===== src/tsc_pkg.sv =====
package tsc_pkg;

    // scanner states
    typedef enum logic [3:0] {
        S_H, S_IDENT, S_NUMB, S_COM, S_ALE, S_NEQ, S_COM1, S_COM2, S_STR
    } t_scan;

    // controller states
    typedef enum logic [2:0] {
        C_IDLE, C_STEP, C_FIN, C_KW, C_RD, C_CMP, C_INS
    } t_ctl;

    // datapath commands
    typedef enum logic [2:0] {
        CMD_NONE, CMD_LOAD, CMD_STEP, CMD_FIN, CMD_KW, CMD_RD, CMD_CMP, CMD_INS
    } t_cmd;

    typedef struct packed {
        logic word_end;
        logic rescan;
        logic fin_next;
        logic kw_hit;
        logic idx_done;
        logic cmp_hit;
        logic table_full;
        logic eot;
        logic halted;
    } t_stat;

    typedef struct packed {
        logic [7:0] in_char;
        logic       end_of_text;
    } t_item;

    typedef struct packed {
        logic [1:0]  out_kind;
        logic [5:0]  token_code;
        logic [30:0] token_value;
        logic [7:0]  text_char;
        logic [2:0]  error_code;
        logic        number_overflow;
        logic        last;
    } t_res;

    localparam logic [1:0] K_TOKEN = 2'd0;
    localparam logic [1:0] K_CHAR  = 2'd1;
    localparam logic [1:0] K_ERROR = 2'd2;

    localparam logic [5:0] T_NONE  = 6'd0;
    localparam logic [5:0] T_FIN   = 6'd21;
    localparam logic [5:0] T_NUM   = 6'd41;
    localparam logic [5:0] T_ID    = 6'd42;
    localparam logic [5:0] T_STR   = 6'd43;
    localparam logic [5:0] T_DELIM = 6'd21;

    localparam logic [2:0] E_UNCLOSED = 3'd1;
    localparam logic [2:0] E_SYMBOL   = 3'd2;
    localparam logic [2:0] E_BANG     = 3'd3;
    localparam logic [2:0] E_LONG     = 3'd4;
    localparam logic [2:0] E_FULL     = 3'd5;

    localparam logic [4:0] D_EQ    = 5'd4;
    localparam logic [4:0] D_EQEQ  = 5'd7;
    localparam logic [4:0] D_LT    = 5'd8;
    localparam logic [4:0] D_GT    = 5'd9;
    localparam logic [4:0] D_SLASH = 5'd15;
    localparam logic [4:0] D_LE    = 5'd16;
    localparam logic [4:0] D_NE    = 5'd17;
    localparam logic [4:0] D_GE    = 5'd18;

    localparam logic [30:0] NUM_MAX = 31'h7FFF_FFFF;
    localparam int          KW_NUM  = 20;

    localparam logic [55:0] KW_STR [KW_NUM] = '{
        "and", "break", "bool", "do", "else", "if", "false", "int", "not", "or",
        "program", "read", "then", "true", "while", "write", "string", "for",
        "goto", "struct"
    };
    localparam logic [2:0] KW_LEN [KW_NUM] = '{
        3'd3, 3'd5, 3'd4, 3'd2, 3'd4, 3'd2, 3'd5, 3'd3, 3'd3, 3'd2,
        3'd7, 3'd4, 3'd4, 3'd4, 3'd5, 3'd5, 3'd6, 3'd3, 3'd4, 3'd6
    };

    function automatic logic [7:0] kw_char(input int i, input int k);
        int base;
        base = 8 * (int'(KW_LEN[i]) - 1 - k);
        if (k < int'(KW_LEN[i])) return KW_STR[i][base +: 8];
        return 8'd0;
    endfunction

    function automatic logic is_alpha(input logic [7:0] c);
        return (c >= "a" && c <= "z") || (c >= "A" && c <= "Z");
    endfunction

    function automatic logic is_digit(input logic [7:0] c);
        return c >= "0" && c <= "9";
    endfunction

    function automatic logic [4:0] delim_index(input logic [7:0] c);
        unique case (c)
            ";":     return 5'd1;
            ",":     return 5'd2;
            ":":     return 5'd3;
            "(":     return 5'd5;
            ")":     return 5'd6;
            "+":     return 5'd10;
            "-":     return 5'd11;
            "{":     return 5'd12;
            "}":     return 5'd13;
            "*":     return 5'd14;
            ".":     return 5'd19;
            default: return 5'd0;
        endcase
    endfunction

    // true when the start state gives a result for this character
    function automatic logic h_emits(input logic [7:0] c);
        return !(c == " " || c == 8'd10 || c == 8'd13 || c == 8'd9 || is_alpha(c)
                 || is_digit(c) || c == "/" || c == "=" || c == "<" || c == ">"
                 || c == "!" || c == "\"");
    endfunction

    function automatic logic [4:0] single_rel(input logic [7:0] c);
        return (c == "=") ? D_EQ : ((c == "<") ? D_LT : D_GT);
    endfunction

endpackage


===== src/tsc_ctrl.sv =====
module tsc_ctrl (
    input  logic          i_clk,
    input  logic          i_rst_n,
    input  logic          i_fire,
    input  tsc_pkg::t_stat i_stat,
    output tsc_pkg::t_cmd  o_cmd,
    output logic          o_idle
);
    import tsc_pkg::*;

    t_ctl r_state, n_state;

    // hold state
    always_ff @(posedge i_clk) begin
        if (!i_rst_n) begin
            r_state <= C_IDLE;
        end else begin
            r_state <= n_state;
        end
    end

    // sequence one character through the datapath
    always_comb begin
        n_state = r_state;
        o_cmd   = CMD_NONE;
        o_idle  = (r_state == C_IDLE);
        unique case (r_state)
            C_IDLE: begin
                if (i_fire && !i_stat.halted) begin
                    o_cmd   = CMD_LOAD;
                    n_state = C_STEP;
                end
            end
            C_STEP: begin
                if (i_stat.word_end) begin
                    n_state = C_KW;
                end else begin
                    o_cmd = CMD_STEP;
                    if (i_stat.rescan)        n_state = C_STEP;
                    else if (i_stat.fin_next) n_state = C_FIN;
                    else                      n_state = C_IDLE;
                end
            end
            C_FIN: begin
                o_cmd   = CMD_FIN;
                n_state = C_IDLE;
            end
            C_KW: begin
                o_cmd = CMD_KW;
                if (!i_stat.kw_hit)    n_state = C_RD;
                else if (i_stat.eot)   n_state = C_FIN;
                else                   n_state = C_STEP;
            end
            C_RD: begin
                if (i_stat.idx_done) begin
                    n_state = C_INS;
                end else begin
                    o_cmd   = CMD_RD;
                    n_state = C_CMP;
                end
            end
            C_CMP: begin
                o_cmd = CMD_CMP;
                if (!i_stat.cmp_hit)  n_state = C_RD;
                else if (i_stat.eot)  n_state = C_FIN;
                else                  n_state = C_STEP;
            end
            C_INS: begin
                o_cmd = CMD_INS;
                if (i_stat.table_full) n_state = C_IDLE;
                else if (i_stat.eot)   n_state = C_FIN;
                else                   n_state = C_STEP;
            end
            default: n_state = C_IDLE;
        endcase
    end

endmodule


===== config.mk =====
export PLATFORM = sky130hd
export DESIGN_NAME = tsc_ctrl
export DESIGN_NICKNAME = d
export VERILOG_FILES = /design/src/tsc_pkg.sv /design/src/tsc_ctrl.sv
export SDC_FILE = /design/constraint.sdc
export NUM_CORES = 1
export LEC_CHECK = 0
export ABC_AREA = 1
export ABC_CLOCK_PERIOD_IN_PS = 2100
export BUFFER_PORTS_ARGS = -buffer_cell sky130_fd_sc_hd__buf_4
export CAP_MARGIN = 10
export CORE_AREA = 2 2 39 41
export CTS_CLUSTER_SIZE = 8
export DETAILED_ROUTE_END_ITERATION = 16
export DIE_AREA = 0 0 41 43
export PLACE_DENSITY = 0.54
export SKIP_LAST_GASP = 1
export SYNTH_ARGS = -nofsm -noshare
export SYNTH_HDL_FRONTEND = slang
export SYNTH_SLANG_ARGS = --single-unit

===== constraint.sdc =====
create_clock -name i_clk -period 2.1 [get_ports i_clk]
set_input_delay 0.315 -clock i_clk [delete_from_list [all_inputs] [get_ports i_clk]]
set_output_delay 0.315 -clock i_clk [all_outputs]
set_load 0.005 [all_outputs]

* Word-level counts from Yosys, hierarchy flattened
Index checks and enable logic that the tools add are counted.
** Cells by class
- Magnitude comparators :: 0
- $add $sub $neg :: 0
- Multiplexer cells :: 14
- Equality and inequality tests :: 7
- Div/mod/pow operators :: 0
- Multipliers :: 0
- Bitwise logic cells :: 0
- Reductions and logical operators :: 3
- Shift-type cells :: 0
** Operators by type and width (number)
- $pmux 3 s7 :: 1
- $pmux 3 s6 :: 1
- $mux 3 :: 5
- $mux 2 :: 6
- $eq 3x3->1 const B :: 3
- $eq 3x2->1 const B :: 2
- $eq 3x1->1 const B :: 1
- $logic_not 3->1 :: 1
- $ne 2x1->1 const B :: 1
- $logic_and 1x1->1 :: 1
- $logic_not 1->1 :: 1
- $mux 1 :: 1
** Word-level totals
- ROM bits :: 0
- Register bits :: 3
- Bits in latches :: 0
- Memories :: 0
- Input port bits :: 12
- RAM bits :: 0

* Logic depth before layout (Yosys ltp)
Gate-level depths: netlist (run 1).
- Depth after elaboration :: 4
- Gate-level depth with buffers :: 7

* Least setup slack after synthesis (run 1)
Ideal clock, no wire load.
- Path kind :: flip-flop to output port
- Start point :: register r_state[2]
- End point :: output o_cmd[2]
- Stages on the path, launching flop included :: 5
- Required time :: 1.785 ns
- Buffers on the path :: 1
- Data arrival time :: 0.918 ns
- Path slack :: 0.867 ns
- Cells stage by stage :: dfxtp_1 -> buf_2 -> nand3_1 -> o21ai_0 -> or2_2
** Between the ends
- Longest elaborated chain between the ends :: 2
- Elaborated cells between the ends (all ways) :: 8
- Those cells by class :: 6 x eq/ne; 1 x mux; 1 x reduce/logical
** Ends and longest elaborated chain
- start: declaration :: line tsc_ctrl.sv:11 : t_ctl r_state, n_state;
- start signal: assignment :: line tsc_ctrl.sv:18 : r_state <= n_state;
- $eq 3x3->1, or another cell as far along :: line tsc_ctrl.sv:27 : unique case (r_state)
- $pmux 3 s7 (*) :: line tsc_ctrl.sv:27
- end: declaration :: line tsc_ctrl.sv:6 : output tsc_pkg::t_cmd o_cmd,
Mark *: on every way between the ends. The rest lies on a longest branch, timed or not.

* Worst setup path in the final report (run 1)
- Start point :: register r_state[1]
- End point :: output o_cmd[2]
Same word-level chain as after synthesis.

==> results of run 1 <==
Yosys cell counts, drive strengths merged:
master   n  area share [%]
inv     14              15
nand2   14              15
nor2    14              15
nand3   10              15
o21ai    8              12
dfxtp    3              18
a21oi    2             3.0
nor3     2             3.0
buf      1             1.5
or2      1             1.8
cells in the final DEF (no fill, tap or decap):
cell type  Yosys  layout
a21oi_1        2       2
buf_4          0      15
clkbuf_1       0       1
clkbuf_4       0       3
dfxtp_1        3       3
inv_1         14      14
nand2_1       14      14
nand3_1       10      10
nor2_1        14      14
nor3_1         2       2
o21ai_0        8       8
or2_2          1       1
stage by stage:
stage          cell area, µm²  std cells
2_1_floorplan           339.1         69
3_3_place_gp            466.7         99
3_5_place_dp            466.7         99
4_1_cts                 493.0        103
5_1_grt                 493.0        103
6_report                493.0        103
logic make-up (layout without fill, tap and decap cells):
group	count (synthesis)	after routing	share of synthesized area, %
AND/OR/NAND/NOR	41	41	50.56
flip-flops	3	3	17.71
buffers and inverters	15	33	16.97
AO/OA/AOI/OAI	10	10	14.76
metal layers:
layer	GRT usage [%]	wire [µm]	part of all wire (%)	vias up
li1	-	-	-	250
met1	14.70	373	45	197
met2	16.25	389	47	12
met3	0	42	5.1	2
met4	6.000	17	2.1	0
met5	0	0	0	-
path summary, 6_finish.rpt:
check                                 end                     from  slack (ns)  cells after the start
setup / recovery                 o_cmd[2]  r_state[1]$_SDFFE_PN0P_        0.42                      5
hold / removal    r_state[2]$_SDFFE_PN0P_                  i_rst_n        0.31                      3
setup reg to reg  r_state[0]$_SDFFE_PN0P_  r_state[2]$_SDFFE_PN0P_        0.82                      5
hold reg to reg   r_state[2]$_SDFFE_PN0P_  r_state[1]$_SDFFE_PN0P_        0.67                      3
where the power goes:
group          internal (mW)  leakage (nW)  switching (mW)  total [mW]
clock network         0.0712        0.0150          0.0302       0.101
registers             0.0598        0.0244         0.00430      0.0641
logic                 0.0313         0.237          0.0286      0.0599
layout make-up:
cell class | instances | area, µm²
tap | 16 | 20.02
multi-input combinational | 51 | 221.5
sequential | 3 | 60.06
fill | 177 | 890.9
clock buffer | 4 | 26.28
timing repair buffer | 15 | 112.6
inverter | 14 | 52.55
critical path, delay by kind of cell, from the launching register on:
family,cells,cell delay (ns)
DFF,1,0.42
and+or+nand+nor,3,0.51
buffers and inverters,1,0.13
AOI/OAI and AO/OA,1,0.08
==> metrics, run 1 <==
Warnings, synthesis=0; Vias=461; Syn Nets=81; Slew Viols, Final=0; Largest register FFs=3; IO Port Bufs=15; core footprint=1384 µm²; root buffer selected by CTS=clkbuf_4; power density over the cells=457.3 nW/µm²; RSZ-0062 raised after global routing=false; vias per inst=4.476; I/O Pins=16; Leakage=0.2763 nW; Worst Hold Class=input pin to flip-flop; H-tree Lvls=1; Final setup viols=0; final WL=821 µm; status=finished clean; P&R area growth vs syn=45.39%; Worst-path clk slew=0.04 ns; Crit path required time=1.78 ns; MaxCap Viol Count=0; Mapped Cells=69; die area=1763 µm²; # clock sinks=3; n_diodes=0; first-pass GRT wire length=1.352 mm; Slew @ Worst Pin=0.3972 ns; Mapped Area=339.1 µm²; Tot Pwr=0.2254 mW; min cycle time layout=1.684 ns; fmax=593.8 MHz; worst vdd ir=0.2775 mV; Final WS setup=0.4160 ns; Setup Buffers After CTS=0; period utilization=80.19%; gr ovfl total=0; WP data arrival=1.37 ns; ANT nets after route=0; clock skew=0.006285 ns; endpoint class of the critical path=primary output; headroom to the max-slew limit=73.48%; post-route setup TNS=0 ns; register area share after synthesis=17.71%; CP max FO=7; # hold bufs at CTS=0; Post-Place Worst Slack=0.6537 ns; Pre-Repair DR Iteration Count=4; Routed wire per std cell=7.971 µm; Mapped Avg Cell Area=4.914 µm²; nets@finish=100; CP peak stage delay=0.42 ns; Final Wtd Congestion=0.7479; largest registers=r_state x3; layout cell share with drive strength beyond 1=21.84%; Row Count=14; CTS resizes=0; clk_lat worst skew=0.24 ns; Slowest-stage cell, CP=dfxtp_1; Iteration-0 DRC Markers=15; worst-case clock buffer depth=2; hold slack final=0.3066 ns; CTS tree=done; cts bufs inserted=3; # DRC=0; Synth cell types=10; Starting Density=24.50%; Worst setup SP type=flip-flop; CP Cell Sequence=nor2_1, nand3_1, o21ai_0, or2_2, buf_4; Util after Layout=35.62%; Crit Path Class=flip-flop to primary output; most flop-heavy register=r_state; die height=43 µm; Hold Vio Cnt, Final=0; Chip Width=41 µm; Seq cells post-synth=3; pin count of the biggest net entering global routing=14; antenna violations before repair=0; vias in the first global route=368; gr usage total=10.72%; Detailed Place HPWL=688.5 µm
(Power assumes the default switching activity.)
==> run 2: changes to the inputs <==
--- a/config.mk
+++ b/config.mk
@@ -6,7 +6,7 @@
 export NUM_CORES = 1
 export LEC_CHECK = 0
 export ABC_AREA = 1
-export ABC_CLOCK_PERIOD_IN_PS = 2100
+export ABC_CLOCK_PERIOD_IN_PS = 1700
 export BUFFER_PORTS_ARGS = -buffer_cell sky130_fd_sc_hd__buf_4
 export CAP_MARGIN = 10
 export CORE_AREA = 2 2 39 41
==> constraint.sdc (replaced) <==
create_clock -name i_clk -period 1.7 [get_ports i_clk]
set_input_delay 0.255 -clock i_clk [delete_from_list [all_inputs] [get_ports i_clk]]
set_output_delay 0.255 -clock i_clk [all_outputs]
set_load 0.005 [all_outputs]
==> run 2 against run 1 <==
Combinational power grew 23%. Cell count did not move. Worst hold slack lost 0.051 ns. Sequential share of layout area rose by 0.44 points. First-iteration DRC count shrank 53%. Worst setup slack got worse by 0.33 ns. Utilization grew 0.18 points. Non-clock buffer count unchanged. Register-to-register slack got worse by 0.44 ns. Critical path depth shrank 2. Largest cell class unchanged.
==> metrics, run 2 (synthesis gave the netlist of run 1 again) <==
status=finished clean (unchanged); Leakage=0.2771 nW (was 0.2763 nW); Final setup viols=0 (unchanged); WP data arrival=1.36 ns (was 1.37 ns); power share of the combinational group=26.7% (was 26.6%); most flop-heavy register=r_state (unchanged); min cycle time layout=1.616 ns; Pre-Repair DR Iteration Count=4 (unchanged); CP endpoint=o_cmd[2] (unchanged); Hold Vio Cnt, Final=0 (unchanged); period utilization=95.06%; Detailed Place HPWL=677.2 µm (was 688.5 µm); gr usage total=10.82% (was 10.72%); first-pass GRT wire length=1.400 mm (was 1.352 mm); r2r endpoint=r_state[0]$_SDFFE_PN0P_ (unchanged); Crit path required time=1.44 ns (was 1.78 ns); commonest non-fill, non-tap cell in the layout=buf_4 (unchanged); gr busiest metal=met2 (unchanged); RSZ-0062 raised after global routing=false (unchanged); Slew Viols, Final=0 (unchanged); DP Area=466.7 µm² (unchanged); fmax=618.8 MHz; GR Util met3=0% (unchanged); post-route setup TNS=0 ns (unchanged); r2r startpoint=r_state[2]$_SDFFE_PN0P_ (unchanged); Worst R2R Path Depth=5 (unchanged); core footprint=1384 µm² (unchanged); clock skew=0.003546 ns (was 0.006285 ns); endpoint class of the critical path=primary output (unchanged); Crit. Startpoint=r_state[2]$_SDFFE_PN0P_ (was r_state[1]$_SDFFE_PN0P_); clk_lat worst skew=0.23 ns (was 0.24 ns); Vias=454 (was 461); met1 Use GR=15.02% (was 14.70%); H-tree Lvls=1 (unchanged); Final Wtd Congestion=0.7477 (was 0.7479); pin count of the biggest net entering global routing=14 (unchanged); Routed wire per std cell=7.961 µm (was 7.971 µm); clock share of power=44.5% (was 45.0%); # clock sinks=3 (unchanged); Starting Density=24.50% (unchanged); cts bufs inserted=3 (unchanged); CP max FO=13 (was 7); ANT nets after route=0 (unchanged); # DRC=0 (unchanged); largest registers=r_state x3 (unchanged); headroom to the max-slew limit=72.68% (was 73.48%); vias in the first global route=380 (was 368); worst vdd ir=0.2160 mV (was 0.2775 mV); met2 GRT Util=17.19% (was 16.25%); Iteration-0 DRC Markers=7 (was 15); Chip Width=41 µm (unchanged); setup slack, reg-to-reg=0.38 ns (was 0.82 ns); gr ovfl total=0 (unchanged); Int Pwr=0.2012 mW (was 0.1624 mW); Crit Path Class=flip-flop to primary output (unchanged); Net Sw Frac=27.46% (was 27.98%); Worst-path clk slew=0.04 ns (about the same); die height=43 µm (unchanged); P&R area growth vs syn=46.13% (was 45.39%); I/O Pins=16 (unchanged); final WL=820 µm (was 821 µm); most frequent cells in the layout=buf_4, inv_1, nand2_1, nor2_1, nand3_1 (unchanged); P_sw=0.07619 mW (was 0.06308 mW); CTS tree=done (unchanged); Reg power frac=28.9% (was 28.4%); power density over the cells=559.9 nW/µm² (was 457.3 nW/µm²); antenna violations before repair=0 (unchanged); Row Count=14 (unchanged); root buffer selected by CTS=clkbuf_4 (unchanged); MaxCap Viol Count=0 (unchanged); n_diodes=0 (unchanged); Slew @ Worst Pin=0.4092 ns (was 0.3972 ns); Worst setup SP type=flip-flop (unchanged); vias per inst=4.408 (was 4.476); layout cell share with drive strength beyond 1=24.14% (was 21.84%); die area=1763 µm² (unchanged); Worst Hold Class=input pin to flip-flop (unchanged); worst-case clock buffer depth=2 (unchanged); hold slack final=0.2554 ns (was 0.3066 ns); Finished Cell Area=495.5 µm² (was 493.0 µm²); Largest register FFs=3 (unchanged); nets@finish=100 (unchanged); IO Port Bufs=15 (unchanged); Util after Layout=35.80% (was 35.62%)
==> run 2: cell counts in the layout (fill, tap and decap cells not counted) <==
Identical to the previous run, type by type.
==> run 2: critical path: stages, from the launching register on <==
cell and delay, ns:
dfxtp_1 0.56, o21ai_0 0.14, or2_2 0.30, buf_4 0.13
==> run 2: per-stage QoR <==
step | worst slack, ns | cells | power (mW)
final | 0.08396 | 103 | 0.2774
after detailed placement | 0.3278 | 99 | 0.1550
after global routing | 0.01354 | 103 | 0.2965
after floorplan | 0.5270 | 69 | 0.1146
after CTS | 0.07696 | 103 | 0.2805
after global placement | 0.3356 | 99 | 0.1550
==> run 2: how the worst min path moves through the flow <==
stage | slack, ns | depth (start not counted) | end | from
6_report | 0.26 | 3 | r_state[2]$_SDFFE_PN0P_ | i_rst_n
4_1_cts | 0.25 | 3 | r_state[2]$_SDFFE_PN0P_ | i_rst_n
3_3_place_gp | 0.49 | 3 | r_state[2]$_SDFFE_PN0P_ | i_rst_n
3_5_place_dp | 0.48 | 3 | r_state[2]$_SDFFE_PN0P_ | i_rst_n
5_1_grt | 0.29 | 3 | r_state[2]$_SDFFE_PN0P_ | i_rst_n
2_1_floorplan | 0.38 | 2 | r_state[2]$_SDFFE_PN0P_ | i_rst_n
==> run 2: final cells by class <==
| type | count | area (µm²) |
|---|---|---|
| well taps | 16 | 20.02 |
| repair buffers | 15 | 112.6 |
| flip-flops and latches | 3 | 62.56 |
| clock buffers | 4 | 26.28 |
| multi-input cells | 51 | 221.5 |
| fillers | 178 | 888.4 |
| inverters | 14 | 52.55 |
==> run 2: what timing repair did <==
action / 4_1_cts / 5_1_grt
hold buffers: 0 / 0
gates resized for setup: 0 / 2
buffers inserted: 0 / 0
setup endpoints to repair: 0 / 1
==> run 2: routing by layer <==
metal,wire [µm],vias up
li1,-,250
met2,413,12
met5,0,-
met4,0,0
met1,360,192
met3,46,0
==> run 2: power groups by stage <==
stage               Sequential (mW)  Combinational [mW]  Clock (mW)
detailed placement           0.0803              0.0747           0
CTS                          0.0793              0.0754       0.126
finish                       0.0800              0.0739       0.123
floorplan                    0.0788              0.0358           0
global placement             0.0802              0.0748           0
global route                 0.0809              0.0859       0.130
==> run 3: changes to the inputs <==
==> constraint.sdc (replaced) <==
create_clock -name i_clk -period 1.7 [get_ports i_clk]
set_input_delay 0.34 -clock i_clk [delete_from_list [all_inputs] [get_ports i_clk]]
set_output_delay 0.34 -clock i_clk [all_outputs]
set_load 0.005 [all_outputs]
==> run 3 against run 2 <==
Critical path depth is 2 higher. Worst hold slack better by 0.11 ns. Via count is 2.4% lower. Register-to-register slack better by 0.23 ns. Total power is 0.58% lower. Sequential share of layout area is 0.12 points higher. Worst setup slack better by 0.0063 ns. Clock skew is 0.0034 ns lower. Die area stayed put.
==> metrics, run 3 (synthesis gave the netlist of run 1 again) <==
status=finished clean (unchanged); ANT nets after route=0 (unchanged); RSZ-0062 raised after global routing=false (unchanged); CP peak stage delay=0.37 ns (was 0.56 ns); H-tree Lvls=1 (unchanged); final WL=819 µm (was 820 µm); antenna violations before repair=0 (unchanged); Pre-Repair DR Iteration Count=3 (was 4); CP max FO=7 (was 13); Crit path required time=1.36 ns (was 1.44 ns); WP data arrival=1.27 ns (was 1.36 ns); worst-case clock buffer depth=2 (unchanged); cts bufs inserted=3 (unchanged); area of the multi-input gates=226.5 µm² (was 221.5 µm²); n_diodes=0 (unchanged); I/O Pins=16 (unchanged); Final Wtd Congestion=0.7696 (was 0.7477); Row Count=14 (unchanged); CTS resizes=0 (unchanged); # clock sinks=3 (unchanged); clk_lat worst skew=0.23 ns (about the same); Worst setup SP type=flip-flop (unchanged); MaxCap Viol Count=0 (unchanged); # DRC=0 (unchanged); CTS tree=done (unchanged); hold slack final=0.3704 ns (was 0.2554 ns); Crit Path Class=flip-flop to primary output (unchanged); Starting Density=24.50% (unchanged); nets@finish=101 (was 100); Setup Buffers After CTS=0 (unchanged); Routed wire per std cell=7.875 µm (was 7.961 µm); Slew @ Worst Pin=0.2979 ns (was 0.4092 ns); Worst Hold Class=input pin to flip-flop (unchanged); Final setup viols=0 (unchanged); root buffer selected by CTS=clkbuf_4 (unchanged); vias in the first global route=347 (was 380); endpoint class of the critical path=primary output (unchanged); post-route setup TNS=0 ns (unchanged); Vias=443 (was 454); die area=1763 µm² (unchanged); Slowest-stage cell, CP=dfxtp_2 (was dfxtp_1); Hold Vio Cnt, Final=0 (unchanged); power density over the cells=540.3 nW/µm² (was 559.9 nW/µm²); pin count of the biggest net entering global routing=8 (was 14); Filler cells=153 (was 178); Chip Width=41 µm (unchanged); IO Port Bufs=15 (unchanged); clock skew=0.0001911 ns (was 0.003546 ns); worst vdd ir=0.3062 mV (was 0.2160 mV); largest registers=r_state x3 (unchanged); min cycle time layout=1.610 ns (was 1.616 ns); gr usage total=10.33% (was 10.82%); most flop-heavy register=r_state (unchanged); layout cell share with drive strength beyond 1=28.41% (was 24.14%); fmax=621.2 MHz (was 618.8 MHz); core footprint=1384 µm² (unchanged); CP Cell Sequence=nor2_1, nand3_1, o21ai_0, or2_2, buf_4 (was o21ai_0, or2_2, buf_4); Leakage=0.2830 nW (was 0.2771 nW); commonest non-fill, non-tap cell in the layout=buf_4 (unchanged); vias per inst=4.260 (was 4.408); Iteration-0 DRC Markers=7 (unchanged); most frequent cells in the layout=buf_4, inv_1, nor2_1, nand2_1, nand3_1 (was buf_4, inv_1, nand2_1, nor2_1, nand3_1); Slew Viols, Final=0 (unchanged); first-pass GRT wire length=1.283 mm (was 1.400 mm); headroom to the max-slew limit=79.99% (was 72.68%); P&R area growth vs syn=50.55% (was 46.13%); gr ovfl total=0 (unchanged); Detailed Place HPWL=715.7 µm (was 677.2 µm); Largest register FFs=3 (unchanged); die height=43 µm (unchanged); register area=65.06 µm² (was 62.56 µm²); # hold bufs at CTS=0 (unchanged); Worst-path clk slew=0.03 ns (was 0.04 ns); period utilization=94.69% (was 95.06%)
==> run 3: cell count changes in the layout (fill, tap and decap cells not counted) <==
cell     before  now
buf_4        15   16
inv_2         0    1
inv_1        14   13
nor2_1       14   13
nand2_1      14   13
dfxtp_4       0    1
dfxtp_2       2    1
nand2_2       0    1
nor2_2        0    1
==> run 3: critical path: cells and delay by family, from the launching register on <==
family                 cells  cell delay (ns)
AND/OR/NAND/NOR            3             0.46
flip-flops                 1             0.37
buffers and inverters      1             0.14
AO/OA/AOI/OAI              1             0.07
==> run 3: where the power goes <==
part	total (mW)	switching [mW]	internal, mW	leakage [nW]
combinational	0.0753	0.0357	0.0396	0.242
sequential	0.0799	0.00562	0.0743	0.0255
clock	0.121	0.0328	0.0877	0.0150
total	0.276	0.0742	0.202	0.283
==> run 3: area by class of cell <==
class | instances | share of cell area (%)
multi-input cells | 51 | 44.36
repair buffers | 16 | 23.53
flip-flops and latches | 3 | 12.75
inverters | 14 | 10.29
clock buffers | 4 | 5.147
well taps | 16 | 3.922
==> run 3: worst paths after layout <==
kind                                start                 endpoint  slack [ns]  cells after the start
hold reg to reg   r_state[0]$_SDFFE_PN0P_  r_state[1]$_SDFFE_PN0P_        0.66                      4
setup / recovery  r_state[1]$_SDFFE_PN0P_                 o_cmd[2]        0.09                      5
setup reg to reg  r_state[2]$_SDFFE_PN0P_  r_state[0]$_SDFFE_PN0P_        0.61                      5
hold / removal                    i_rst_n  r_state[2]$_SDFFE_PN0P_        0.37                      3
==> run 3: per-layer routing <==
| layer | vias up | wire length (µm) | GRT usage [%] |
|---|---|---|---|
| met5 | - | 0 | 0 |
| li1 | 252 | - | - |
| met4 | 0 | 0 | 2.000 |
| met2 | 10 | 400 | 16.25 |
| met1 | 181 | 376 | 13.46 |
| met3 | 0 | 41 | 3.141 |
==> run 3: stage by stage <==
step | power (mW) | std cells | utilization [%] | setup WS [ns] | area [µm²]
finish | 0.2758 | 104 | 36.89 | 0.09025 | 510.5
global route | 0.3014 | 104 | 36.89 | 0.002256 | 510.5
CTS | 0.2818 | 104 | 36.17 | 0.007371 | 500.5
detailed placement | 0.1548 | 100 | 34.27 | 0.2582 | 474.2
global placement | 0.1562 | 100 | 34.27 | 0.2697 | 474.2
floorplan | 0.1146 | 69 | - | 0.4420 | 339.1
